<file path="src/rtl/orthogonal_series_evaluator_defines.svh">
// Assertion macros for the orthogonal series evaluator.
`ifndef ORTHOGONAL_SERIES_EVALUATOR_DEFINES_SVH
`define ORTHOGONAL_SERIES_EVALUATOR_DEFINES_SVH

// Same-cycle implication, disabled while reset is asserted.
`define OSE_ASSERT_NOW(lbl, clk, rst_n, ante, cons, msg) \
  lbl: assert property (@(posedge clk) disable iff (!rst_n) (ante) |-> (cons)) else $error(msg);

// Next-cycle implication, disabled while reset is asserted.
`define OSE_ASSERT_NEXT(lbl, clk, rst_n, ante, cons, msg) \
  lbl: assert property (@(posedge clk) disable iff (!rst_n) (ante) |=> (cons)) else $error(msg);

`endif

</file>
<file path="src/rtl/ose_pkg.sv">
// Shared types, constants and saturating add/sub for the orthogonal series evaluator.
package ose_pkg;

  localparam int DATA_W          = 32;
  localparam int X_W             = 26;
  localparam int IDX_W           = 5;
  localparam int DEG_W           = 5;
  localparam int MAX_DEGREE_DEF  = 16;
  localparam int FRAC_BITS_DEF   = 24;
  localparam logic [DEG_W-1:0] DEGREE_RESET = DEG_W'(2);

  localparam logic OP_LOAD = 1'b0;
  localparam logic OP_EVAL = 1'b1;

  localparam logic signed [DATA_W-1:0] SAT_MAX = {1'b0, {(DATA_W-1){1'b1}}};
  localparam logic signed [DATA_W-1:0] SAT_MIN = {1'b1, {(DATA_W-1){1'b0}}};

  typedef struct packed {
    logic                     sat;
    logic signed [DATA_W-1:0] val;
  } addsub_t;

  typedef struct packed {
    logic                     done;
    logic                     ovf;
    logic signed [DATA_W-1:0] u;
  } ose_res_t;

  function automatic addsub_t sat_addsub(input logic signed [DATA_W-1:0] a,
                                         input logic signed [DATA_W-1:0] b,
                                         input logic                     sub);
    logic [DATA_W:0] sum;
    addsub_t         r;
    if (sub) begin
      sum = {a[DATA_W-1], a} - {b[DATA_W-1], b};
    end else begin
      sum = {a[DATA_W-1], a} + {b[DATA_W-1], b};
    end
    if (sum[DATA_W] != sum[DATA_W-1]) begin
      r.sat = 1'b1;
      r.val = sum[DATA_W] ? SAT_MIN : SAT_MAX;
    end else begin
      r.sat = 1'b0;
      r.val = sum[DATA_W-1:0];
    end
    return r;
  endfunction

endpackage

</file>
<file path="src/rtl/ose_mul.sv">
// Shared two-stage fixed-point multiplier with floor shift and saturation.
module ose_mul
  import ose_pkg::*;
#(
  parameter int FRAC_BITS = FRAC_BITS_DEF
) (
  input  logic                     clk,
  input  logic                     rst_n,
  input  logic                     issue,
  input  logic signed [DATA_W-1:0] op_a,
  input  logic signed [DATA_W-1:0] op_b,
  output logic signed [DATA_W-1:0] res,
  output logic                     res_sat
);

  localparam int PROD_W = 2 * DATA_W;

  logic                     issue_d_r;
  logic signed [PROD_W-1:0] prod_r;
  logic signed [PROD_W-1:0] shifted;
  logic [PROD_W-DATA_W:0]   hi;
  logic                     sat;
  logic signed [DATA_W-1:0] val;
  logic signed [DATA_W-1:0] res_r;
  logic                     res_sat_r;

  always_comb begin
    shifted = prod_r >>> FRAC_BITS;
    hi      = shifted[PROD_W-1:DATA_W-1];
    sat     = !((&hi) || (~|hi));
    if (sat) begin
      val = shifted[PROD_W-1] ? SAT_MIN : SAT_MAX;
    end else begin
      val = shifted[DATA_W-1:0];
    end
  end

  always_ff @(posedge clk) begin
    if (!rst_n) begin
      issue_d_r <= 1'b0;
    end else begin
      issue_d_r <= issue;
    end
  end

  always_ff @(posedge clk) begin
    if (issue) begin
      prod_r <= op_a * op_b;
    end
    if (issue_d_r) begin
      res_r     <= val;
      res_sat_r <= sat;
    end
  end

  assign res     = res_r;
  assign res_sat = res_sat_r;

endmodule

</file>
<file path="config.mk">
export PLATFORM = sky130hd
export DESIGN_NAME = ose_mul
export DESIGN_NICKNAME = d
export VERILOG_FILES = /design/src/rtl/orthogonal_series_evaluator_defines.svh /design/src/rtl/ose_pkg.sv /design/src/rtl/ose_mul.sv
export SDC_FILE = /design/constraint.sdc
export NUM_CORES = 2
export LEC_CHECK = 0
export ABC_CLOCK_PERIOD_IN_PS = 9400
export BUFFER_PORTS_ARGS = -buffer_cell sky130_fd_sc_hd__buf_2
export CORE_MARGIN = 2
export CORE_UTILIZATION = 45
export CTS_CLUSTER_DIAMETER = 50
export CTS_CLUSTER_SIZE = 14
export DETAILED_ROUTE_END_ITERATION = 10
export SYNTH_ARGS = -nofsm -noshare
export SYNTH_HDL_FRONTEND = slang
export SYNTH_SLANG_ARGS = --single-unit
</file>
<file path="constraint.sdc">
create_clock -name clk -period 9.4 [get_ports clk]
set_input_delay 0.94 -clock clk [delete_from_list [all_inputs] [get_ports clk]]
set_output_delay 0.94 -clock clk [all_outputs]
set_load 0.005 [all_outputs]
</file>
# [After elaboration in Yosys (flattened, before gate mapping)]
# Index checks and enable logic that the tools add are counted.
[word_totals] romBits=0 inputBits=67 regBits=98 ramBits=0 memories=0 latch_bits=0
[classes] add_sub_neg=0 reduce_logical=5 mux=2 multipliers=1 shifts=0 order_cmp=0 n_bitwise=0 div=0 eq_ne=0
[op_table] cell="multiplier 32 x 32 -> 64 bit" n=1
[op_table] cell="2-to-1 mux 32 bit" n=2
[op_table] cell="AND reduction 9 bit" n=1
[op_table] cell="OR reduction 9 bit" n=1
[op_table] cell="zero test 1 bit" n=2
[op_table] cell="logical OR 1 bit" n=1

# [Depth between registers and ports, before layout]
[logic_depth] ltp_word=4 depth_mapped=28 ltp_nobuf=26

# [Worst setup path before layout]
# Ideal clock, no wire load.
[synth_timing] path_type="input-to-reg" startpoint="input op_a[31]" endpoint="register prod_r[63] (data pin)" setup_time_ps=262 n_path_buf=2 slack_ps=821 arrival_time_ps=8318 stages=26 required_ps=9138 cell_sequence="clkbuf_1 -> nand2_1 -> inv_1 -> fa_1 -> inv_1 -> fa_1 -> inv_1 -> fa_1 -> fa_1 -> inv_1 -> fa_1 -> inv_1 -> fa_1 -> inv_1 -> fa_1 -> inv_1 -> fa_1 -> ha_1 -> clkbuf_1 -> nand3_1 -> or3_1 -> or4_1 -> a31oi_1 -> nor3_1 -> o31ai_1 -> xnor2_1"
[synth_via] elab_chain_cells=1
[synth_lines] element="start: declaration" line_no="ose_mul.sv:10" text="input logic signed [DATA_W-1:0] op_a,"
[synth_lines] element="multiplier 32 x 32 -> 64 bit" line_no="ose_mul.sv:48" text="prod_r <= op_a * op_b;"
[synth_lines] element="end signal: assignment" line_no="ose_mul.sv:48"
[synth_lines] element="end: declaration" line_no="ose_mul.sv:19" text="logic signed [PROD_W-1:0] prod_r;"
# Every way passes these cells.
# A chain may end at the register's enable or synchronous reset.

# [Worst setup path after layout]
# Same ends and word-level chain as after synthesis.

==> flow_summary.toml <==
[outcome]
outcome = "complete, no violations"

[setup_path]
endpoint = "prod_r[63]"
startpoint_type = "primary input"
path_common_cell = "fa_1"
crit_type = "in -> reg"
crit_required_ns = 9.47
slowest_delay_ns = 0.54
r2r_end = "res[2]"
crit_arrival_ns = 8.70
reg2reg_slack_ns = 7.80
critical_path.slowest_cell = "fa_1"
crit_start = "op_a[31]"
reg2reg_from = "prod_r[56]"
path_max_fanout = 32
worstSetupEndpointType = "register"
reg2reg_depth = 4

[hold_path]
whs_path_depth = 1
holdCritPathClass = "reg -> reg"

[sta]
fin_crit_sh_pct = 91.8
timing.slew.headroom_pct = 35.3
finalHoldViolCount = 0
clock_skew_ns = 0.00460
min_period_ns = 8.63
grt_setup_unrepaired = "false"
finalSetupTns_ns = 0
max_slew.worst_pin.slew_ns = 0.967
fmax_mhz = 116
finalSetupViolCount = 0
maxSlewViolCount = 0

[floorplan]
fp.dieH_um = 296
die_area_sq_um = 87500
start_util_pct = 45.2
core_sq_um = 84700
io_pins = 100
rows = 107
die_w_um = 296

[finish]
syn_to_final_growth_pct = 4.93
layout_commonest_cell = "fa_1"
final_cell_mix = "1081 x fa_1, 992 x inv_1, 516 x and2_1"
seq_area_sq_um = 2210
fillers = 8150
layout-drive-gt1-share_pct = 4.74
multiInputGateArea_sq_um = 31600
nets = 5244

[global_routing]
grt_pass1_wl_um = 165000
grt-ovfl-total = 0
grt_pass1_vias = 29900
grt.total_usage_pct = 24.6
grt_max_degree = 42
antenna_found_initial = 7

[synthesis]
async_flop_share_pct = 0
synth_enable_flop_cells = 73
yosysTopAreaCell = "fa_1"
synthTopCellsByArea = "fa_1 56%, inv_1 9.7%, and2_1 8.4%, ha_1 5.9%, edfxtp_1 5.7%"
syn_nets = 5283
yosys.area.top_type_share_pct = 56.5
seq_area_frac_synth_pct = 5.77
syn_avg_cell_area_sq_um = 9.69
ys.flop_type = "edfxtp_1"
synth_seq_cells = 74
yosysUniqueCellTypes = 57
synth_area_sq_um = 38300
yosysWarnings = 0
syn_inst = 3955

[clocking]
cts_hold_buf = 0
clk_pin_slew_ns = 0.06
cts_root_buf = "clkbuf_16"
cts_buffers = 9
insertion_delay_ns = 0.33
postCtsSetupRepairBufs = 0
cts_resized = 0
cts_tree = "built"
cts_sinks = 74
cts_buffer_depth = 2
cts-htree-levels = 3

[detailed_routing]
vias = 25700
ant_nets = 0
wirelength_um = 100000
first_pass_iters = 6
avgViaCountPerCell = 5.07
wl_per_cell_um = 19.8
drt-initial-drc-count = 1206
drc_errors = 0

[placed_design]
io_buffers = 99
place_congestion = 0.888
hpwl_um = 84600

[flow_run]
max-cap-violations = 0
-- critical path, delay by kind of cell --
kind / cells / cell delay, ns
AND/OR/NAND/NOR: 5 / 1.28
adder cells (fa/ha/maj): 9 / 4.33
buffers and inverters: 8 / 1.45
AO/OA/AOI/OAI: 2 / 0.57
XOR/XNOR: 1 / 0.11
-- how the worst min path moves through the flow --
stage	to	slack, ns	from
final	res[13]	0.52	prod_r[37]
after global routing	res[13]	0.53	prod_r[37]
after CTS	res[20]	0.52	prod_r[44]
after detailed placement	res[20]	0.51	prod_r[44]
after global placement	res[27]	0.50	prod_r[51]
after floorplan	res[0]	0.50	prod_r[24]
-- stage by stage --
step	hold slack (ns)	util, %	std cells	worst slack [ns]	area, sq um
2_1_floorplan	0.495	-	3955	0.821	38300
3_3_place_gp	0.501	47.1	5049	0.542	39900
3_5_place_dp	0.511	47.1	5049	0.455	39900
4_1_cts	0.524	47.4	5065	0.792	40200
5_1_grt	0.534	47.5	5066	0.195	40200
6_report	0.519	47.5	5066	0.767	40200
-- area by class of cell --
cell class,count,share of cell area [%]
sequential,74,5.50
timing repair buffer,161,2.42
tap,1144,3.56
antenna,1,0.00622
clock inverter,6,0.103
multi-input combinational,2677,78.6
inverter,993,9.27
clock buffer,10,0.569
-- flip-flops by register name, indices dropped and copies added (netlist names) --
signal,flops
issue_d_r,1
prod_r,40
res,32
res_sat,1
-- kinds of logic (layout without fill, tap and decap cells) --
kind of cell	count (synthesis)	in the layout	synth area share [%]
other	0	1	0
DFF	74	74	5.77
AOI/OAI and AO/OA	209	209	3.66
xor gates and xnor gates	54	54	1.23
buffers and inverters	1204	1170	11.8
and+or+nand+nor	1153	1153	15.2
adders and majority gates	1261	1261	62.3
-- per-layer routing --
metal	part of all wire (%)	vias up	track usage, %
li1	-	11200	-
met1	39	13700	29.3
met2	54	545	47.2
met3	2.9	169	1.39
met4	3.8	2	8.00
met5	0.010	-	0
-- synth_stat cells (all sizes together) (2+ instances only) --
cell type / instances
a2111o: 3
a211o: 2
a211oi: 7
a21boi: 4
a21o: 66
a21oi: 50
a221o: 2
a221oi: 2
a31oi: 11
a41oi: 2
and2: 516
and3: 4
and4: 3
buf: 4
clkbuf: 207
edfxtp: 73
fa: 1081
ha: 180
inv: 992
nand2: 505
nand2b: 12
nand3: 19
nand4: 15
nor2: 49
nor2b: 7
nor3: 10
nor4: 3
o211ai: 3
o21a: 2
o21ai: 36
o21bai: 9
o31ai: 3
or3: 4
xnor2: 35
xor2: 19
Power is left out: the tool's default activity adds up to more than one toggle a clock period on the data nets, which glitch-free logic cannot reach.
