**config.mk**
```make
export PLATFORM = sky130hd
export DESIGN_NAME = ose_tables
export DESIGN_NICKNAME = d
export VERILOG_FILES = /design/src/rtl/orthogonal_series_evaluator_defines.svh /design/src/rtl/ose_pkg.sv /design/src/rtl/ose_tables.sv
export SDC_FILE = /design/constraint.sdc
export NUM_CORES = 2
export LEC_CHECK = 0
export ABC_AREA = 1
export BUFFER_PORTS_ARGS = -buffer_cell sky130_fd_sc_hd__buf_2
export CAP_MARGIN = 10
export CORE_MARGIN = 3
export CORE_UTILIZATION = 50
export CTS_CLUSTER_DIAMETER = 80
export DETAILED_ROUTE_END_ITERATION = 7
export HOLD_SLACK_MARGIN = 0.02
export PLACE_DENSITY = 0.66
export SLEW_MARGIN = 20
export SYNTH_ARGS = -nofsm -noshare
export SYNTH_HDL_FRONTEND = slang
export SYNTH_SLANG_ARGS = --single-unit
export TNS_END_PERCENT = 1
```
**constraint.sdc**
```tcl
create_clock -name clk -period 19.6 [get_ports clk]
set_clock_uncertainty 0.15 [all_clocks]
set_input_delay 4.9 -clock clk [delete_from_list [all_inputs] [get_ports clk]]
set_output_delay 4.9 -clock clk [all_outputs]
set_load 0.01 [all_outputs]
```
**src/rtl/orthogonal_series_evaluator_defines.svh**
```systemverilog
// Assertion macros for the orthogonal series evaluator.
`ifndef ORTHOGONAL_SERIES_EVALUATOR_DEFINES_SVH
`define ORTHOGONAL_SERIES_EVALUATOR_DEFINES_SVH

// Same-cycle implication, disabled while reset is asserted.
`define OSE_ASSERT_NOW(lbl, clk, rst_n, ante, cons, msg) \
  lbl: assert property (@(posedge clk) disable iff (!rst_n) (ante) |-> (cons)) else $error(msg);

// Next-cycle implication, disabled while reset is asserted.
`define OSE_ASSERT_NEXT(lbl, clk, rst_n, ante, cons, msg) \
  lbl: assert property (@(posedge clk) disable iff (!rst_n) (ante) |=> (cons)) else $error(msg);

`endif

```
**src/rtl/ose_pkg.sv**
```systemverilog
// Shared types, constants and saturating add/sub for the orthogonal series evaluator.
package ose_pkg;

  localparam int DATA_W          = 32;
  localparam int X_W             = 26;
  localparam int IDX_W           = 5;
  localparam int DEG_W           = 5;
  localparam int MAX_DEGREE_DEF  = 16;
  localparam int FRAC_BITS_DEF   = 24;
  localparam logic [DEG_W-1:0] DEGREE_RESET = DEG_W'(2);

  localparam logic OP_LOAD = 1'b0;
  localparam logic OP_EVAL = 1'b1;

  localparam logic signed [DATA_W-1:0] SAT_MAX = {1'b0, {(DATA_W-1){1'b1}}};
  localparam logic signed [DATA_W-1:0] SAT_MIN = {1'b1, {(DATA_W-1){1'b0}}};

  typedef struct packed {
    logic                     sat;
    logic signed [DATA_W-1:0] val;
  } addsub_t;

  typedef struct packed {
    logic                     done;
    logic                     ovf;
    logic signed [DATA_W-1:0] u;
  } ose_res_t;

  function automatic addsub_t sat_addsub(input logic signed [DATA_W-1:0] a,
                                         input logic signed [DATA_W-1:0] b,
                                         input logic                     sub);
    logic [DATA_W:0] sum;
    addsub_t         r;
    if (sub) begin
      sum = {a[DATA_W-1], a} - {b[DATA_W-1], b};
    end else begin
      sum = {a[DATA_W-1], a} + {b[DATA_W-1], b};
    end
    if (sum[DATA_W] != sum[DATA_W-1]) begin
      r.sat = 1'b1;
      r.val = sum[DATA_W] ? SAT_MIN : SAT_MAX;
    end else begin
      r.sat = 1'b0;
      r.val = sum[DATA_W-1:0];
    end
    return r;
  endfunction

endpackage

```
**src/rtl/ose_tables.sv**
```systemverilog
// Alpha, beta and coefficient memories with registered read.
module ose_tables
  import ose_pkg::*;
#(
  parameter int MAX_DEGREE = MAX_DEGREE_DEF
) (
  input  logic                                  clk,
  input  logic                                  wr_en,
  input  logic [IDX_W-1:0]                      wr_idx,
  input  logic signed [DATA_W-1:0]              wr_alpha,
  input  logic signed [DATA_W-1:0]              wr_beta,
  input  logic signed [DATA_W-1:0]              wr_coef,
  input  logic [$clog2(MAX_DEGREE+1)-1:0]       rd_j,
  output logic signed [DATA_W-1:0]              alpha_rd,
  output logic signed [DATA_W-1:0]              beta_rd,
  output logic signed [DATA_W-1:0]              coef_rd
);

  localparam int AW  = $clog2(MAX_DEGREE + 1);
  localparam int ABW = (MAX_DEGREE > 1) ? $clog2(MAX_DEGREE) : 1;

  logic signed [DATA_W-1:0] alpha_mem [MAX_DEGREE];
  logic signed [DATA_W-1:0] beta_mem  [MAX_DEGREE];
  logic signed [DATA_W-1:0] coef_mem  [MAX_DEGREE+1];
  logic signed [DATA_W-1:0] alpha_rd_r;
  logic signed [DATA_W-1:0] beta_rd_r;
  logic signed [DATA_W-1:0] coef_rd_r;
  logic [AW-1:0]            wa;
  logic [AW-1:0]            ra;
  logic [ABW-1:0]           wa_ab;
  logic [ABW-1:0]           ra_ab;

  assign wa    = AW'(wr_idx);
  assign ra    = rd_j - AW'(1);
  assign wa_ab = wa[ABW-1:0];
  assign ra_ab = ra[ABW-1:0];

  always_ff @(posedge clk) begin
    if (wr_en && (int'(wr_idx) < MAX_DEGREE)) begin
      alpha_mem[wa_ab] <= wr_alpha;
      beta_mem[wa_ab]  <= wr_beta;
    end
    if (wr_en && (int'(wr_idx) <= MAX_DEGREE)) begin
      coef_mem[wa] <= wr_coef;
    end
  end

  always_ff @(posedge clk) begin
    coef_rd_r <= coef_mem[rd_j];
    if (rd_j != '0) begin
      alpha_rd_r <= alpha_mem[ra_ab];
      beta_rd_r  <= beta_mem[ra_ab];
    end
  end

  assign alpha_rd = alpha_rd_r;
  assign beta_rd  = beta_rd_r;
  assign coef_rd  = coef_rd_r;

endmodule

```
# == Yosys cells after proc, flatten, opt, wreduce, memory -nomap -nowiden ==
# Memory sizes are Yosys's and may differ from the RTL's. A register that Yosys moved wholly into a read port is not among the register bits.
# Cells that the tools add are included.
# classes
addsub,1
magnitude_cmp,2
muxes,4
reduce_logical,3
# ops
operator,count
$le 5x5->1 const B,1
$lt 5x5->1 const B,1
$reduce_bool 5->1,1
$mux 1,4
$sub 4x1->4 const B,1
$logic_and 1x1->1,2
# totals
reg_bits,0
ramBits,1568
in_bits,108
elab_cells,13
n_memories,3
# mem_list
name,words,word_bits,rd,rd_ports_with_merged_regs,write_ports,line_no,text
coef_mem,17,32,1,1,1,ose_tables.sv:24,logic signed [DATA_W-1:0] coef_mem [MAX_DEGREE+1];
alpha_mem,16,32,1,1,1,ose_tables.sv:22,logic signed [DATA_W-1:0] alpha_mem [MAX_DEGREE];
beta_mem,16,32,1,1,1,ose_tables.sv:23,logic signed [DATA_W-1:0] beta_mem [MAX_DEGREE];

# == Logic depth before layout (Yosys ltp) ==
# depth
depth_word,4
depth_mapped,14
mapped_depth_nobuf,7

# == Worst setup path before layout ==
# OpenSTA, ideal clock, no wires.
# synth_path
kind,input -> register
startpoint,input port wr_idx[1]
endpoint,"memory alpha_mem[4][0], enable pin"
setup_time_ns,0.565
t_arrival_ns,9.576
setup_slack_ns,9.309
cell_stages,3
path_buffers,0
cell_sequence,nor2_1 > nand2_1 > nor3_1
# synth_via
elab_chain_cells,4
# synth_lines
element,line_no,text
start: declaration,ose_tables.sv:9,"input logic [IDX_W-1:0] wr_idx,"
$lt 5x5->1,ose_tables.sv:39,if (wr_en && (int'(wr_idx) < MAX_DEGREE)) begin
$logic_and 1x1->1,ose_tables.sv:39,
$mux 1,ose_tables.sv:39,
$mux 1 (implied by the code),ose_tables.sv:40,alpha_mem[wa_ab] <= wr_alpha;
end: declaration,ose_tables.sv:22,
# Parallel ways exist; a longest one is shown, timed or not.

# == Worst setup path in the final report ==
# layout_path
startpoint,input port rd_j[0]
endpoint,"register beta_rd_r[5] (netlist: beta_rd[5]), read port of beta_mem (data pin)"
# layout_via
elab_chain_cells,1
# layout_lines
element,line_no,text
start: declaration,ose_tables.sv:13,"input logic [$clog2(MAX_DEGREE+1)-1:0] rd_j,"
$sub 4x1->4 or $reduce_bool 5->1 (tied branches),"ose_tables.sv:34, ose_tables.sv:50",
end: declaration,ose_tables.sv:26,logic signed [DATA_W-1:0] beta_rd_r;
# Parallel ways exist; a longest one is shown, timed or not.

==> results.md <==
* Status: finished, final reports clean
* Wire length per cell at 22.77 um
* Vert. Die Dim at 369.0 um
* GRT Overall Usage at 0.2394
* WL met1 at 69430 um
* Skew-Pair Late Insertion Delay at 0.79 ns
* I/O pins at 204
* Critical Path RT at 20.10 ns
* R2R Setup Slk at 18.21 ns
* Clock buffer depth at 3
* Dominant synthesized flop cell: edfxtp_1
* Post-CTS Setup Repair Bufs at 0
* Fmax at 109.7 MHz
* Number of global-route vias before repair at 38430
* I/O Buffers at 203
* Share of async-settable or async-resettable flops after synthesis at 0
* Leading cell type in the layout, fill and taps excluded: edfxtp_1
* PnR worst setup slack at 10.48 ns
* TritonCTS clock tree: built
* CTS hold repair buffers at 0
* WHS Path Cells at 2
* Critical path's slowest cell: ha_4
* Post-CTS sizing at 0
* Met3 Wirelength at 14450 um
* Placer Congestion at 0.7750
* RSZ-0062 raised after global routing: no
* Worst R2R Path Depth at 6
* Initial antenna violation count at 31
* HP Class: flip-flop to flip-flop
* Top layer in use: met5
* Distinct cell type count after synthesis at 23
* Via density at 5.647
* Final Hold Viols at 0
* CP startpoint kind: input pin
* Die area at 136200 um2
* Hpwl dp at 78350 um
* Yosys Warn Count at 0
* Static Leak at 26.53 nW
* Hold Startpoint: coef_mem[16][6]$_DFFE_PP_
* DP Worst Slack at 9.844 ns
* ANT nets after route at 0
* DRC at 0
* Global route total overflow at 0
* NumNets Final at 5428
* Worst r2r src: alpha_mem[6][4]$_DFFE_PP_
* Largest net degree at the start of global routing at 195
* CP Data Arrival Time at 9.62 ns
* Slew of the pin with the lowest slew margin at 1.215 ns
* Setup Total Neg Slack at 0 ns
* Yosys reg bits at 1664
* Max-Cap Viols at 0
* Routed wl met2 at 77010 um
* Final Critical Period at 9.120 ns
* Via count at 40770
* Share of layout cells above drive strength 1 at 0.1059
* Reg2reg end: alpha_rd[4]$_DFFE_PP_
* Crit end category: flip-flop
* Most used cells in the layout excluding fill and tap cells: 1632 x edfxtp_1, 710 x nand2_1, 529 x inv_1
* Fillers at 10280
* TritonCTS buffer count at 167
* Multi-input gate area at 13000 um2
* Iter 0 DRT Violations at 4674
* First drt pass iteration count at 8
* Post-synth EDFFs at 1632
* Crit share post-route at 0.4653
* Sequential area share after synthesis at 0.7535
* Crit-path max cell delay at 1.06 ns
* # rows at 132
* Mapped Nets at 5297
* Type of the worst setup path: input pin to flip-flop
* Die span in x at 369.0 um
* CP cell instances: buf_8 > clkinv_16 > ha_4 > buf_4 > buf_4 > o21ai_0 > o211ai_1 > nand3_1 > nand2_1
* Post-Route WL at 164300 um
* First-pass GRT wire length at 244100 um
* CP dominant cell by count: buf_4
* Mapped Cells at 5187
* Power Dens Cells at 103.4 nW/um2
* Initial Utilization at 0.5063
* Reg area at 49650 um2
* CTS Root Cell: clkbuf_16
* Pins over their slew limit at 0
* Crit-path max FO at 161
* CTS H-Tree Depth at 4
* Synth Area per Inst at 12.70 um2
* CTS sink cnt at 1664
* Clk slew on worst S/H paths at 0.06 ns
* Synth-to-Final Area Change at 12.32%
* Core area at 130100 um2
* Hold Path End: coef_rd[6]$_DFF_P_
* Setup Viol. Count Final at 0
* Rel. slew slack at 0.1901
* Mapped Area at 65890 um2
* VDD IR max at 0.09052 mV
## layout make-up
class / instances / area share
clock buffers: 227 / 0.06240
multi-input cells: 2667 / 0.1757
clock inverters: 84 / 0.01084
repair buffers: 282 / 0.02252
well taps: 1742 / 0.02945
inverters: 536 / 0.02769
diodes: 17 / 0.0005748
flip-flops and latches: 1664 / 0.6709
## power by group
| group | switching, mW | total, mW | internal [mW] |
|---|---|---|---|
| Combinational | 0.357 | 0.499 | 0.142 |
| Sequential | 0.0364 | 4.02 | 3.99 |
| Clock | 1.34 | 3.13 | 1.79 |
## metal layers
layer / up-vias / GRT usage
li1: 18630 / -
met1: 20240 / 0.3383
met2: 1622 / 0.3803
met3: 265 / 0.05255
met4: 14 / 0.06029
met5: - / 0
## metrics by stage
step	utilization	cell area, um2	hold WS, ns	std cells	power [mW]
final	0.5686	74010	0.3487	7219	7.651
after global routing	0.5684	73970	0.3831	7205	7.906
after detailed placement	0.5267	68540	0.3327	6891	4.595
after global placement	0.5263	68500	0.3258	6889	4.586
after CTS	0.5683	73960	0.3514	7202	7.697
after floorplan	-	65890	0.3109	5187	4.382
## registers in the layout, indices dropped and copies added (netlist names)
name       flops
alpha_mem    512
alpha_rd      32
beta_mem     512
beta_rd       32
coef_mem     544
coef_rd       32
## cells by family (layout without fill, tap and decap cells)
kind of cell,count (synthesis),after routing,share of synthesized area
simple gates,1703,1703,0.1070
flops,1664,1664,0.7535
compound gates,960,960,0.08507
buf+inv,856,1129,0.05355
fa+ha+maj,2,2,0.0003797
xor+xnor,2,2,0.0004939
other cells,0,17,0
## worst max-delay path, delay by kind of cell
family / cells / cell delay, ns
compound gates: 2 / 0.46
fa+ha+maj: 1 / 1.06
buf+inv: 4 / 2.56
simple gates: 2 / 0.24
## cell usage after synthesis (2+ instances only)
library cell	instances	area [um2]
buf_6	5	56.30
buf_2	137	685.7
o211ai_1	320	2402
nor3_1	6	30.03
nand3_1	494	2472
buf_1	29	108.9
ha_1	2	25.02
nor2_1	482	1809
o21ai_0	397	1987
edfxtp_1	1632	49010
buf_4	27	202.7
or2_2	10	62.56
dfxtp_1	32	640.6
inv_1	532	1997
o21ai_1	51	255.2
nand2_1	710	2665
clkbuf_1	122	457.9
inv_2	3	11.26
a21oi_1	192	960.9
## worst max path at each step
stage,start,to,slack [ns]
after floorplan,wr_idx[1],alpha_mem[4][0]$_DFFE_PP_,9.31
after global placement,rd_j[0],beta_rd[0]$_DFFE_PP_,9.93
after detailed placement,rd_j[0],alpha_rd[30]$_DFFE_PP_,9.84
after CTS,rd_j[0],beta_rd[5]$_DFFE_PP_,10.67
after global routing,rd_j[0],beta_rd[0]$_DFFE_PP_,10.24
final,rd_j[0],beta_rd[5]$_DFFE_PP_,10.48
Note: power is estimated with default switching activity, not from simulation.
