--- src/rtl/orthogonal_series_evaluator_defines.svh ---
// Assertion macros for the orthogonal series evaluator.
`ifndef ORTHOGONAL_SERIES_EVALUATOR_DEFINES_SVH
`define ORTHOGONAL_SERIES_EVALUATOR_DEFINES_SVH

// Same-cycle implication, disabled while reset is asserted.
`define OSE_ASSERT_NOW(lbl, clk, rst_n, ante, cons, msg) \
  lbl: assert property (@(posedge clk) disable iff (!rst_n) (ante) |-> (cons)) else $error(msg);

// Next-cycle implication, disabled while reset is asserted.
`define OSE_ASSERT_NEXT(lbl, clk, rst_n, ante, cons, msg) \
  lbl: assert property (@(posedge clk) disable iff (!rst_n) (ante) |=> (cons)) else $error(msg);

`endif

--- src/rtl/ose_pkg.sv ---
// Shared types, constants and saturating add/sub for the orthogonal series evaluator.
package ose_pkg;

  localparam int DATA_W          = 32;
  localparam int X_W             = 26;
  localparam int IDX_W           = 5;
  localparam int DEG_W           = 5;
  localparam int MAX_DEGREE_DEF  = 16;
  localparam int FRAC_BITS_DEF   = 24;
  localparam logic [DEG_W-1:0] DEGREE_RESET = DEG_W'(2);

  localparam logic OP_LOAD = 1'b0;
  localparam logic OP_EVAL = 1'b1;

  localparam logic signed [DATA_W-1:0] SAT_MAX = {1'b0, {(DATA_W-1){1'b1}}};
  localparam logic signed [DATA_W-1:0] SAT_MIN = {1'b1, {(DATA_W-1){1'b0}}};

  typedef struct packed {
    logic                     sat;
    logic signed [DATA_W-1:0] val;
  } addsub_t;

  typedef struct packed {
    logic                     done;
    logic                     ovf;
    logic signed [DATA_W-1:0] u;
  } ose_res_t;

  function automatic addsub_t sat_addsub(input logic signed [DATA_W-1:0] a,
                                         input logic signed [DATA_W-1:0] b,
                                         input logic                     sub);
    logic [DATA_W:0] sum;
    addsub_t         r;
    if (sub) begin
      sum = {a[DATA_W-1], a} - {b[DATA_W-1], b};
    end else begin
      sum = {a[DATA_W-1], a} + {b[DATA_W-1], b};
    end
    if (sum[DATA_W] != sum[DATA_W-1]) begin
      r.sat = 1'b1;
      r.val = sum[DATA_W] ? SAT_MIN : SAT_MAX;
    end else begin
      r.sat = 1'b0;
      r.val = sum[DATA_W-1:0];
    end
    return r;
  endfunction

endpackage

--- src/rtl/ose_seq.sv ---
// Sequencer for the recurrence and series sum around the shared multiplier.
module ose_seq
  import ose_pkg::*;
#(
  parameter int MAX_DEGREE = MAX_DEGREE_DEF,
  parameter int FRAC_BITS  = FRAC_BITS_DEF
) (
  input  logic                              clk,
  input  logic                              rst_n,
  input  logic                              start,
  input  logic signed [X_W-1:0]             x,
  input  logic [$clog2(MAX_DEGREE+1)-1:0]   n,
  input  logic                              out_free,
  input  logic signed [DATA_W-1:0]          alpha_rd,
  input  logic signed [DATA_W-1:0]          beta_rd,
  input  logic signed [DATA_W-1:0]          coef_rd,
  output logic [$clog2(MAX_DEGREE+1)-1:0]   rd_j,
  output logic                              mul_issue,
  output logic signed [DATA_W-1:0]          mul_a,
  output logic signed [DATA_W-1:0]          mul_b,
  input  logic signed [DATA_W-1:0]          mul_res,
  input  logic                              mul_sat,
  output logic                              busy,
  output ose_res_t                          res
);

  localparam int AW = $clog2(MAX_DEGREE + 1);
  localparam logic signed [DATA_W-1:0] ONE = DATA_W'(1) << FRAC_BITS;

  typedef enum logic [17:0] {
    ST_IDLE = 18'h00001,
    ST_M0   = 18'h00002,
    ST_M0W  = 18'h00004,
    ST_S0   = 18'h00008,
    ST_T    = 18'h00010,
    ST_MA   = 18'h00020,
    ST_MB   = 18'h00040,
    ST_WA   = 18'h00080,
    ST_Q    = 18'h00100,
    ST_MC   = 18'h00200,
    ST_MCW  = 18'h00400,
    ST_ACC  = 18'h00800,
    ST_XX   = 18'h01000,
    ST_XW   = 18'h02000,
    ST_W    = 18'h04000,
    ST_MU   = 18'h08000,
    ST_MUW  = 18'h10000,
    ST_DONE = 18'h20000
  } state_t;

  state_t                   state_r, state_nxt;
  logic [AW-1:0]            j_r, j_nxt;
  logic [AW-1:0]            n_r, n_nxt;
  logic signed [DATA_W-1:0] x_r, x_nxt;
  logic signed [DATA_W-1:0] q1_r, q1_nxt;
  logic signed [DATA_W-1:0] q2_r, q2_nxt;
  logic signed [DATA_W-1:0] tmp_r, tmp_nxt;
  logic signed [DATA_W-1:0] s_r, s_nxt;
  logic                     ovf_r, ovf_nxt;
  logic signed [DATA_W-1:0] add_a, add_b;
  logic                     add_sub;
  addsub_t                  add_res;

  always_comb begin
    add_a   = x_r;
    add_b   = alpha_rd;
    add_sub = 1'b1;
    unique case (state_r)
      ST_Q: begin
        add_a = tmp_r;
        add_b = mul_res;
      end
      ST_ACC: begin
        add_a   = s_r;
        add_b   = mul_res;
        add_sub = 1'b0;
      end
      ST_W: begin
        add_a = ONE;
        add_b = mul_res;
      end
      default: begin
        add_a = x_r;
        add_b = alpha_rd;
      end
    endcase
    add_res = sat_addsub(add_a, add_b, add_sub);
  end

  always_comb begin
    mul_issue = 1'b0;
    mul_a     = tmp_r;
    mul_b     = q1_r;
    unique case (state_r)
      ST_M0: begin
        mul_issue = 1'b1;
        mul_a     = coef_rd;
        mul_b     = ONE;
      end
      ST_MA: begin
        mul_issue = 1'b1;
      end
      ST_MB: begin
        mul_issue = 1'b1;
        mul_a     = beta_rd;
        mul_b     = q2_r;
      end
      ST_MC: begin
        mul_issue = 1'b1;
        mul_a     = coef_rd;
      end
      ST_XX: begin
        mul_issue = 1'b1;
        mul_a     = x_r;
        mul_b     = x_r;
      end
      ST_MU: begin
        mul_issue = 1'b1;
        mul_b     = s_r;
      end
      default: begin
        mul_issue = 1'b0;
      end
    endcase
  end

  always_comb begin
    state_nxt = state_r;
    j_nxt     = j_r;
    n_nxt     = n_r;
    x_nxt     = x_r;
    q1_nxt    = q1_r;
    q2_nxt    = q2_r;
    tmp_nxt   = tmp_r;
    s_nxt     = s_r;
    ovf_nxt   = ovf_r;
    unique case (state_r)
      ST_IDLE: begin
        j_nxt = '0;
        if (start) begin
          n_nxt     = n;
          x_nxt     = DATA_W'(x);
          q1_nxt    = ONE;
          q2_nxt    = '0;
          ovf_nxt   = 1'b0;
          state_nxt = ST_M0;
        end
      end
      ST_M0:  state_nxt = ST_M0W;
      ST_M0W: state_nxt = ST_S0;
      ST_S0: begin
        s_nxt   = mul_res;
        ovf_nxt = ovf_r | mul_sat;
        if (n_r == '0) begin
          state_nxt = ST_XX;
        end else begin
          j_nxt     = AW'(1);
          state_nxt = ST_T;
        end
      end
      ST_T: begin
        tmp_nxt   = add_res.val;
        ovf_nxt   = ovf_r | add_res.sat;
        state_nxt = ST_MA;
      end
      ST_MA: state_nxt = ST_MB;
      ST_MB: state_nxt = ST_WA;
      ST_WA: begin
        tmp_nxt   = mul_res;
        ovf_nxt   = ovf_r | mul_sat;
        state_nxt = ST_Q;
      end
      ST_Q: begin
        q1_nxt    = add_res.val;
        q2_nxt    = q1_r;
        ovf_nxt   = ovf_r | mul_sat | add_res.sat;
        state_nxt = ST_MC;
      end
      ST_MC:  state_nxt = ST_MCW;
      ST_MCW: state_nxt = ST_ACC;
      ST_ACC: begin
        s_nxt   = add_res.val;
        ovf_nxt = ovf_r | mul_sat | add_res.sat;
        if (j_r == n_r) begin
          state_nxt = ST_XX;
        end else begin
          j_nxt     = j_r + AW'(1);
          state_nxt = ST_T;
        end
      end
      ST_XX: state_nxt = ST_XW;
      ST_XW: state_nxt = ST_W;
      ST_W: begin
        tmp_nxt   = add_res.val;
        ovf_nxt   = ovf_r | mul_sat | add_res.sat;
        state_nxt = ST_MU;
      end
      ST_MU:  state_nxt = ST_MUW;
      ST_MUW: state_nxt = ST_DONE;
      ST_DONE: begin
        if (out_free) begin
          state_nxt = ST_IDLE;
        end
      end
      default: state_nxt = ST_IDLE;
    endcase
  end

  always_ff @(posedge clk) begin
    if (!rst_n) begin
      state_r <= ST_IDLE;
      j_r     <= '0;
      n_r     <= '0;
      ovf_r   <= 1'b0;
    end else begin
      state_r <= state_nxt;
      j_r     <= j_nxt;
      n_r     <= n_nxt;
      ovf_r   <= ovf_nxt;
    end
  end

  always_ff @(posedge clk) begin
    x_r   <= x_nxt;
    q1_r  <= q1_nxt;
    q2_r  <= q2_nxt;
    tmp_r <= tmp_nxt;
    s_r   <= s_nxt;
  end

  assign rd_j     = j_nxt;
  assign busy     = (state_r != ST_IDLE);
  assign res.done = (state_r == ST_DONE);
  assign res.ovf  = ovf_r | mul_sat;
  assign res.u    = mul_res;

endmodule

--- config.mk ---
export PLATFORM = sky130hd
export DESIGN_NAME = ose_seq
export DESIGN_NICKNAME = d
export VERILOG_FILES = /design/src/rtl/orthogonal_series_evaluator_defines.svh /design/src/rtl/ose_pkg.sv /design/src/rtl/ose_seq.sv
export SDC_FILE = /design/constraint.sdc
export NUM_CORES = 1
export LEC_CHECK = 0
export BUFFER_PORTS_ARGS = -buffer_cell sky130_fd_sc_hd__buf_2
export CAP_MARGIN = 40
export CORE_UTILIZATION = 56
export CTS_BUF_LIST = sky130_fd_sc_hd__clkbuf_2
export DETAILED_ROUTE_END_ITERATION = 16
export MAX_ROUTING_LAYER = met4
export PLACE_DENSITY_LB_ADDON = 0.15
export SLEW_MARGIN = 20
export SYNTH_ARGS = -nofsm -noshare
export SYNTH_HDL_FRONTEND = slang
export SYNTH_SLANG_ARGS = --single-unit
export TNS_END_PERCENT = 5
--- constraint.sdc ---
create_clock -name clk -period 10.2 [get_ports clk]
set_input_delay 1.02 -clock clk [delete_from_list [all_inputs] [get_ports clk]]
set_output_delay 1.02 -clock clk [all_outputs]
set_load 0.02 [all_outputs]
; Yosys cells after proc, flatten, opt, wreduce, memory -nomap -nowiden
; Cells that the tools add are included.
[word_totals]
in_bits = 164
out_inout_bits = 105
reg_bits = 183
word_cells = 76
[op_classes]
add_sub_neg = 3
n_reduce_logical = 14
eq_ne = 23
bitwise_logic = 3
mux = 24
[op_table]
columns = operator, count
row1 = $pmux W18 S18, 1
row2 = $pmux W32 S2, 4
row3 = $pmux W32 S3, 2
row4 = $mux W32, 4
row5 = $pmux W32 S4, 1
row6 = $mux W33, 2
row7 = $mux W18, 2
row8 = $add A32 B32 Y33, 1
row9 = $sub A32 B32 Y33, 1
row10 = $mux W13, 2
row11 = $eq A18 B1 Y1 const B, 1
row12 = $eq A18 B10 Y1 const B, 1
row13 = $eq A18 B11 Y1 const B, 1
row14 = $eq A18 B12 Y1 const B, 1
row15 = $eq A18 B13 Y1 const B, 1
row16 = $eq A18 B14 Y1 const B, 1
row17 = $eq A18 B15 Y1 const B, 1
row18 = $eq A18 B16 Y1 const B, 1
row19 = $eq A18 B17 Y1 const B, 1
row20 = $eq A18 B18 Y1 const B, 1
row21 = $eq A18 B2 Y1 const B, 1
row22 = $eq A18 B3 Y1 const B, 1
row23 = $eq A18 B4 Y1 const B, 1
row24 = $eq A18 B5 Y1 const B, 1
row25 = 21 further kinds, 33

; Depth between registers and ports, before layout
[logic_depth]
depth_word = 9
mapped_depth = 33
depth_no_buf = 29

; Worst setup path after synthesis
; No wires, ideal clock.
[synth_path]
kind = reg2reg
from = reg state_r[16]
to = reg q1_r[4], data pin
synth_period_minus_slack_ns = 7.309
arrival_time_ns = 7.027
setup_ns = 0.282
stages_incl_launch_ff = 31
n_path_buf = 6
slack_ns = 2.891
path_cell_list = dfxtp_1 -> nor4_4 -> nand3_2 -> o32a_1 -> clkbuf_1 -> clkbuf_1 -> clkbuf_1 -> nand2_1 -> and2_1 -> ha_1 -> nor4b_1 -> nand2_1 -> or3_1 -> o31ai_1 -> nor2_1 -> xnor2_1 -> ha_1 -> clkbuf_1 -> a211o_1 -> a2111oi_0 -> a21boi_0 -> a21oi_1 -> o21bai_1 -> a221o_1 -> xor2_1 -> ha_1 -> clkbuf_1 -> inv_1 -> nand2_1 -> clkbuf_1 -> o22ai_1
[synth_between]
elab_chain_len = 8
[synth_lines]
columns = element, line_no
row1 = "start, declared", ose_seq.sv:51  ; state_t state_r, state_nxt;
row2 = "start signal, assigned", ose_seq.sv:216  ; state_r <= state_nxt;
row3 = $eq A18 B12 Y1 (tied with other cells), ose_seq.sv:68  ; unique case (state_r)
row4 = $reduce_or A3 Y1 (no source line), n/a
row5 = $mux W32, ose_seq.sv:68
row6 = $sub A32 B32 Y33 or $add A32 B32 Y33 (tied branches), "ose_pkg.sv:35, ose_pkg.sv:37"
row7 = $mux W33, ose_pkg.sv:34  ; if (sub) begin
row8 = $mux W32 or $ne A1 B1 Y1 (tied branches), "ose_pkg.sv:41, ose_pkg.sv:39"
row9 = $mux W33, ose_pkg.sv:39  ; if (sum[DATA_W] != sum[DATA_W-1]) begin
row10 = $pmux W32 S2 (*), ose_seq.sv:137  ; unique case (state_r)
row11 = "end signal, assigned", ose_seq.sv:225  ; q1_r <= q1_nxt;
row12 = "end, declared", ose_seq.sv:55  ; logic signed [DATA_W-1:0] q1_r, q1_nxt;
; Mark *: on every way between the ends. The rest lies on a longest branch, timed or not.
; A chain may end at the register's enable or synchronous reset.

; Final worst setup path
[layout_path]
from = reg state_r[13]
to = reg tmp_r[18], data pin
[layout_between]
elab_chain_len = 8
[layout_lines]
columns = element, line_no
row1 = $eq A18 B12 Y1 (tied with other cells), ose_seq.sv:68
row2 = $reduce_or A3 Y1 (no source line), n/a
row3 = $mux W32, ose_seq.sv:68
row4 = $sub A32 B32 Y33 or $add A32 B32 Y33 (tied branches), "ose_pkg.sv:35, ose_pkg.sv:37"
row5 = $mux W33, ose_pkg.sv:34
row6 = $mux W32 or $ne A1 B1 Y1 (tied branches), "ose_pkg.sv:41, ose_pkg.sv:39"
row7 = $mux W33, ose_pkg.sv:39
row8 = $pmux W32 S2 (*), ose_seq.sv:137
row9 = via tmp_nxt[18], ose_seq.sv:57  ; logic signed [DATA_W-1:0] tmp_r, tmp_nxt;
row10 = "end signal, assigned", ose_seq.sv:227  ; tmp_r <= tmp_nxt;
row11 = "end, declared", ose_seq.sv:57
; Mark *: on every way through the listed nets, which the timed path passes. The rest lies on a longest branch.

==> flow_summary_export.csv <==
group,metric,value,unit
outcome,outcome,"finished clean",
logic_synthesis,postSynthAreaPerCell,8.93,um2
logic_synthesis,async_reset_ff_share,0,%
pwr,sequentialPowerShare,47.5,%
worst_setup_path,timing.critical_path.arrival,9.29,ns
sta,final-setup-viol-count,0,
drt,via_count_of_the_routed_design,12900,
cts,tritoncts_num_sinks,183,
cts,insertion_delay,0.79,ns
placement,place_worst_setup_slack,1.63,ns
logic_synthesis,synth_fa_ha_area_share,3.60,%
cts,clkSlewWorstSetupHoldPaths,0.36,ns
sta,worst_slew_slack_as_a_fraction_of_its_limit,41.2,%
cts,cts_root_buf,"sky130_fd_sc_hd__clkbuf_2",
pwr,power.density,124,mW/mm2
pwr,intPower,1110,uW
logic_synthesis,synth.yosys.warnings,0,
logic_synthesis,yosysSeqAreaShare,39.8,%
logic_synthesis,synth_enable_flop_cells,154,
hold_path,min-delay-path-class,"input pin to flip-flop",
global_routing,grt_max_degree,65,
placement,dpl.hpwl,34.7,mm
logic_synthesis,muxShareOfSynthArea,2.66,%
finish,finalNetCount,1854,
drt,drt_pre_antenna_iters,10,
sta,layout_worst_path_cycle_share,86.4,%
sta,max_freq,113,MHz
finish,drive_above_1_share,22.2,%
worst_setup_path,startpoint_to_endpoint_class_of_the_critical_path,"flip-flop to flip-flop",
worst_setup_path,critical_path.n_buffers_inverters,2,
sta,min_period,8.81,ns
drt,post_dr_wirelength_cell,23.4,um
floorplan,die_h,155,um
pwr,power_leakage,0.00614,uW
sta,max_slew.worst_pin.slew,0.870,ns
logic_synthesis,syn-instance-count,1463,
pwr,ir_worst_vdd,0.0967,mV
floorplan,starting_density_of_the_core,57.4,%
pwr,switching_share,39.0,%
worst_setup_path,cp_slowest_stage_delay,0.73,ns
drt,route.antenna.remaining_nets,0,
global_routing,grt_use_total,39.4,%
worst_setup_path,critical_path_peak_fanout,35,
logic_synthesis,synth_seq_cells,183,
cts,post-cts-setup-buffers,0,
floorplan,num_io_pins,269,
placement,port_buffers,268,
sta,timing.final.max_slew_violations,0,
drt,drt_first_iter_violations,2040,
global_routing,via_count_of_the_first_global_routing_pass,11300,
worst_setup_path,critPathTopFamily,"simple AND/OR/NAND/NOR gates",
floorplan,core_region_area,0.0228,mm2
logic_synthesis,netlist-cell-type-count,77,
worst_setup_path,worst_setup_path_end_kind,"flip-flop",
logic_synthesis,synthSimpleGateAreaFrac,21.4,%
floorplan,row_count,55,
global_routing,number_of_antenna_violations_at_the_first_check_in_global_routing,1,
logic_synthesis,synth_compound_area_share,21.6,%
finish,utilization_after_layout,64.9,%
cts,cts_buffer_count,17,
worst_setup_path,cp_data_required_time,10.68,ns
cts,cts_buffer_depth,2,
pwr,clock_power_share,22.3,%
cts,post_cts_resized,0,
logic_synthesis,ys.flop_type,"sky130_fd_sc_hd__edfxtp_1",
sta,timing.setup.tns,0,ns
pwr,power.switching,713,uW
drt,drt-vias-per-instance,6.53,
cts,cts_max_level,4,
cts,cts_tree,"built",
worst_setup_path,crit_top_cell,"sky130_fd_sc_hd__nand2_1",
sta,finalWorstSetupSlack,1.39,ns
logic_synthesis,synth_top_family_by_area,"compound AO/OA/AOI/OAI gates",
logic_synthesis,parity_gate_share_of_the_synthesized_area_counting_xor_and_xnor_cells,5.23,%
global_routing,grt_pass1_wl,68.9,mm
drt,drc,0,
worst_setup_path,crit_path_start_kind,"flip-flop",
finish,area.growth.synth_to_final,13.1,%
flow_run,maxCapViolations,0,
logic_synthesis,syn-cell-area,0.0131,mm2
floorplan,die_x,155,um
worst_setup_path,cp_slowest_cell,"sky130_fd_sc_hd__nor4b_1",
sta,timing.final.hold_violations,0,
cts,cts-hold-fix-buffers,0,
placement,routabilityCongestion,0.936,
pwr,pwr-share-comb,30.2,%
sta,unrepaired_setup_endpoints_after_global_routing,"no",
global_routing,global_route.overflow_total,0,
drt,wl,46.4,mm
logic_synthesis,syn-num-nets,1664,
floorplan,fp.dieArea,0.0239,mm2
sta,finalClockSkew,0.0884,ns
power by group through the flow:
stage	Clock [uW]	Sequential, uW	Combinational (uW)
6_report	407	868	552
5_1_grt	431	870	592
4_1_cts	409	866	535
3_5_place_dp	0	881	533
3_3_place_gp	0	881	524
2_1_floorplan	0	872	356
registers in the layout, summed over array words and instances (netlist names):
| register | count |
|---|---|
| q1_r | 32 |
| j_r | 5 |
| ovf_r | 1 |
| state_r | 18 |
| q2_r | 32 |
| s_r | 32 |
| tmp_r | 32 |
| n_r | 5 |
| x_r | 26 |
placed cells by master, fill, tap and decap left out, drive strengths merged, types with 6 or more instances in the layout:
cell type    n
nand2b      12
clkinv       7
nor2       139
o211ai      22
nand4       14
a31oi       19
and3         9
a221oi      17
nand2      209
xor2        41
ha          36
or3         20
a222oi      49
nand3       24
clkbuf      18
a21oi      109
o21bai       6
nor4        16
and2        51
edfxtp     154
nor3        38
a211oi       8
o31ai       10
xnor2       34
o21ai       54
o22ai       14
mux2i       31
nand3b       6
nor2b       10
o22a        15
buf        297
dfxtp       29
a21o        18
inv         36
a22oi       33
kinds of logic (layout without fill, tap and decap cells):
family / after synthesis / after routing
mux: 31 / 31
buf+inv: 158 / 361
xor+xnor: 75 / 75
simple gates: 579 / 579
compound gates: 400 / 400
other cells: 0 / 1
fa+ha+maj: 37 / 37
flops: 183 / 183
cell usage after synthesis (all sizes together), types with 6 or more instances:
cell    instances  area, um2
nand2         209        785
edfxtp        154       4620
nor2          139        522
a21oi         109        546
clkbuf         75        282
o21ai          54        285
buf            53        348
and2           51        319
a222oi         49        490
xor2           41        359
nor3           38        195
ha             36        450
xnor2          34        324
a22oi          33        248
mux2i          31        348
inv            30        113
dfxtp          29        581
nand3          24        125
o211ai         22        165
or3            20        130
a31oi          19        119
a21o           18        135
a221oi         17        149
nor4           16        143
o22a           15        131
nand4          14       87.6
o22ai          14        144
nand2b         12       75.1
nor2b          10       62.6
o31ai          10       75.1
and3            9       56.3
a211oi          8       60.1
nand3b          6       45.0
o21bai          6       45.0
worst paths after layout:
path	start	cells after the start	endpoint	slack (ns)
setup / recovery	state_r[13]$_SDFFE_PN0P_	28	tmp_r[18]$_DFFE_PP_	1.39
hold / removal	x[5]	1	x_r[5]$_DFFE_PP_	0.36
setup reg to reg	state_r[13]$_SDFFE_PN0P_	28	tmp_r[18]$_DFFE_PP_	1.39
hold reg to reg	q1_r[17]$_SDFFCE_PP0P_	1	q2_r[17]$_SDFFCE_PP0P_	0.57
metrics by stage:
stage	instances	cell area (um2)	hold WS [ns]	total power, uW
final	1980	14800	0.365	1830
after global routing	1980	14800	0.290	1890
after CTS	1976	14700	0.302	1810
after detailed placement	1944	14400	0.539	1410
after global placement	1941	14400	0.516	1410
after floorplan	1463	13100	0.499	1230
metal layers:
metal,wire length (um),part of all wire (%),GRT usage (%),up-vias
met2,18800,40,53.3,1002
met3,7000,15,7.71,38
met4,559,1.2,6.27,0
met1,20100,43,60.9,6059
met5,0,0,-,-
li1,-,-,-,5829
area by class of cell:
| class | instances | area (um2) |
|---|---|---|
| Tap cell | 313 | 392 |
| Timing Repair Buffer | 299 | 1630 |
| Antenna cell | 1 | 2.50 |
| Sequential cell | 183 | 5200 |
| Fill cell | 1973 | 8010 |
| Clock inverter | 15 | 191 |
| Multi-Input combinational cell | 1122 | 7150 |
| Inverter | 30 | 113 |
| Clock buffer | 17 | 85.1 |
Note: power is estimated with default switching activity, not from simulation.
